## src/design/btt_ram.sv

```systemverilog
// Generic single-port-write, single-read RAM with registered read data.
// No dependencies.
`timescale 1ns / 1ps
module btt_ram #(
	parameter int WIDTH = 8,
	parameter int DEPTH = 32
) (
	input  logic                     clk,
	input  logic                     we,
	input  logic [$clog2(DEPTH)-1:0] waddr,
	input  logic [WIDTH-1:0]         wdata,
	input  logic [$clog2(DEPTH)-1:0] raddr,
	output logic [WIDTH-1:0]         rdata
);
	logic [WIDTH-1:0] mem_q [DEPTH];

	always_ff @(posedge clk) begin
		if (we) begin
			mem_q[waddr] <= wdata;
		end
		rdata <= mem_q[raddr];
	end
endmodule

```

## config.mk

```make
export PLATFORM = sky130hd
export DESIGN_NAME = btt_ram
export DESIGN_NICKNAME = d
export VERILOG_FILES = /design/src/design/btt_ram.sv
export SDC_FILE = /design/constraint.sdc
export NUM_CORES = 1
export LEC_CHECK = 0
export ABC_AREA = 0
export BUFFER_PORTS_ARGS = -buffer_cell sky130_fd_sc_hd__buf_4
export CORE_MARGIN = 2
export CORE_UTILIZATION = 30
export DETAILED_ROUTE_END_ITERATION = 7
export GPL_ROUTABILITY_DRIVEN = 0
export HOLD_SLACK_MARGIN = 0.03
export SYNTH_ARGS = -nofsm -noshare
export SYNTH_HDL_FRONTEND = slang
export SYNTH_SLANG_ARGS = --single-unit
```

## constraint.sdc

```tcl
create_clock -name clk -period 2.63 [get_ports clk]
set_input_delay 0.526 -clock clk [delete_from_list [all_inputs] [get_ports clk]]
set_output_delay 0.526 -clock clk [all_outputs]
set_load 0.05 [all_outputs]
```

# After elaboration in Yosys (flattened, before gate mapping)
# Memories as Yosys holds them, arrays and structs flattened. A register that Yosys moved wholly into a read port is not among the register bits.
# Index checks and enable logic that the tools add are counted.
dict set report totals {
  mem_count 1
  input_bits 20
  register_bits 0
  output_inout_bits 8
  ram_bits 256
}
# name depth word_bits rd rd_clocked_by_memory_dff wr line_no
set mem_list {}
lappend mem_list {mem_q 32 8 1 1 1 15} ;# logic [WIDTH-1:0] mem_q [DEPTH];
dict set report classes {
  n_mux 2
}
# operator count
set op_table {}
lappend op_table {{1-bit two-way mux} 2}

# Logic depth before layout (Yosys ltp)
dict set report logic_depth {
  word_depth 2
  ltp_mapped 5
  ltp_nobuf 3
}

# Worst setup path after synthesis
# No wires, ideal clock.
dict set report synth_timing {
  path_type {input port to flip-flop}
  from {input raddr[2]}
  to {register rdata[0], read port of mem_q}
  setup_time_ps 121
  t_arrival_ps 2208
  cell_stages 5
  path_slack_ps 302
  required_time_ps 2509
  path_cell_list {clkbuf_1 > clkbuf_1 > mux4_2 > mux4_2 > mux2_2}
}
# item line_no
set synth_rtl {}
lappend synth_rtl {{start: declaration} 12} ;# input logic [$clog2(DEPTH)-1:0] raddr,
lappend synth_rtl {{end: declaration} 13} ;# output logic [WIDTH-1:0] rdata

==> flow_summary.ini <==
[cts]
htree_levels = 1
clkLatencyLatePin_ns = 0.52
numCtsBuffers = 25
cts_tree = yes
path_clk_slew_ns = 0.06
ctsHoldBuffers = 0
clock_path_buffers = 3
root_buffer = clkbuf_16
cts_sinks = 264
postCtsSetupBuffers = 0
cts_resized = 0

[global_routing]
grt_pass1_wl_um = 31100
grt_pass1_vias = 4749
grt.overflow.total = 0
track_usage_pct = 11.8
grt_antenna_before_repair = 0
grt_max_degree = 38

[critical_path]
crit_path_max_incr_delay_ns = 0.57
path_max_fanout = 23
required_ns = 3.04
critPathArrivalTime_ns = 2.33
cpMaxStageDelayCell = mux4_2
cp-start-kind = primary input
path_common_cell = mux4_2
endpoint_kind = register
crit_type = primary input to register
worstPathCellList = buf_4, buf_12, mux4_2, mux4_2, mux2_2

[cells_and_area]
nFillCells = 3024
n_antenna_cell = 0
multiInputGateArea_um2 = 2100
final_cell_mix = edfxtp_1, mux4_2, buf_4, nor2_1, clkbuf_16
area_delta_synth_final_pct = 17.9
seq_area_um2 = 7850
drive_gt1_share_pct = 37.6
mostFrequentLayoutCell = edfxtp_1
fin_nets = 510

[die]
dieArea_um2 = 35000
ios = 28
core_um2 = 33300
die_w_um = 187
num_rows = 67
fp.dieH_um = 187
initial_core_util_pct = 30.2

[logic_synthesis]
synth_area_um2 = 10100
postSynthCellCount = 417
synth_edf_count = 256
avgSynthCellArea_um2 = 24.1
yosys_warnings = 0
ys_seq_area_share_pct = 78.1
synth-seq-cells = 264
synthArstFlopShare_pct = 0
synth_cell_types = 15
synth_fp_nets = 437
synth_flop_cell = edfxtp_1

[drt]
drtPass1Iterations = 4
totalWireLength_um = 20700
drt_iter0_markers = 425
routedWlPerCell_um = 21.6
drcViolationCount = 0
vias = 4481
ant_nets = 0
via_per_inst = 4.69

[timing]
finalSetupViolations = 0
hold_viol = 0
period_minus_slack_ns = 1.93
slew_headroom_pct = 50.2
drv_slew = 0
rsz0062_at_grt = no
worstMarginPinSlew_ns = 0.744
tns_ns = 0
fin_crit_sh_pct = 73.2
finClkSkew_ns = 0.0146
fmax_ghz = 0.519

[run_status]
status = complete, no violations

[power_and_ir_drop]
power_density_nw_per_um2 = 737
p_total_w = 0.00874
irDropWorstVdd_mv = 0.379
leakagePower_nw = 3.71

[hold_path]
hp-class = primary input to register

[place]
port_buffers = 27
dpl.hpwl_um = 13300

[run]
cap_violations = 0
[power breakdown]
group / switching [W] / internal [W]
clock: 0.00144 / 0.00207
combinational: 0.000302 / 0.000221
sequential: 0.0000272 / 0.00468
total: 0.00177 / 0.00697
[through the flow]
stage / area, um2 / hold slack, ns / instances / worst slack [ns] / utilization (%)
6_report: 11900 / 0.398 / 956 / 0.704 / 35.6
5_1_grt: 11900 / 0.400 / 956 / 0.666 / 35.6
4_1_cts: 11900 / 0.392 / 956 / 0.702 / 35.6
3_5_place_dp: 11100 / 0.889 / 911 / 0.163 / 33.2
3_3_place_gp: 11100 / 0.887 / 911 / 0.161 / 33.2
2_1_floorplan: 10100 / 0.625 / 417 / 0.302 / -
[sequential cells by signal, indices dropped and copies added, names as in the netlist]
register	cells
mem_q	256
rdata	8
[per-layer routing]
layer	vias to the layer above	track usage [%]	wire length [um]
met3	22	2.03	1000
met4	0	2.96	334
met5	-	0	0
met1	2418	16.6	9240
met2	119	19.3	10100
li1	1922	-	-
[synth_stat cells (2+ instances only)]
cell type	count	share of area, %
buf_4	6	0.45
mux2_2	8	0.90
buf_1	6	0.22
nand3b_1	5	0.37
nand3_1	2	0.10
or3b_2	3	0.26
clkbuf_1	6	0.22
dfxtp_1	8	1.6
mux4_2	80	18
nor2_1	33	1.2
edfxtp_1	256	76
[worst max-delay path: cells and delay by family]
| family | cells | cell delay [ns] |
|---|---|---|
| buf+inv | 2 | 0.38 |
| mux | 3 | 1.40 |
[worst paths after layout]
check	from	end	slack, ns	cells past startpoint
setup / recovery	raddr[0]	rdata[2]$_DFF_P_	0.70	5
hold / removal	raddr[3]	rdata[2]$_DFF_P_	0.40	2
setup reg to reg	mem_q[5][3]$_DFFE_PP_	rdata[3]$_DFF_P_	0.79	3
hold reg to reg	mem_q[6][2]$_DFFE_PP_	rdata[2]$_DFF_P_	0.90	3
[cell families after synthesis]
family | after synthesis | share of synthesized area (%)
AND/OR/NAND/NOR | 45 | 2.07
buffers and inverters | 20 | 1.06
multiplexers | 88 | 18.8
flip-flops | 264 | 78.1
[cell type report]
| cell class | instances | area share (%) |
|---|---|---|
| clock buffer | 34 | 5.65 |
| clock inverter | 11 | 1.09 |
| multi-input combinational | 133 | 17.7 |
| sequential | 264 | 66.2 |
| tap | 448 | 4.73 |
| timing repair buffer | 66 | 4.60 |
Note: power is estimated with default switching activity, not from simulation.
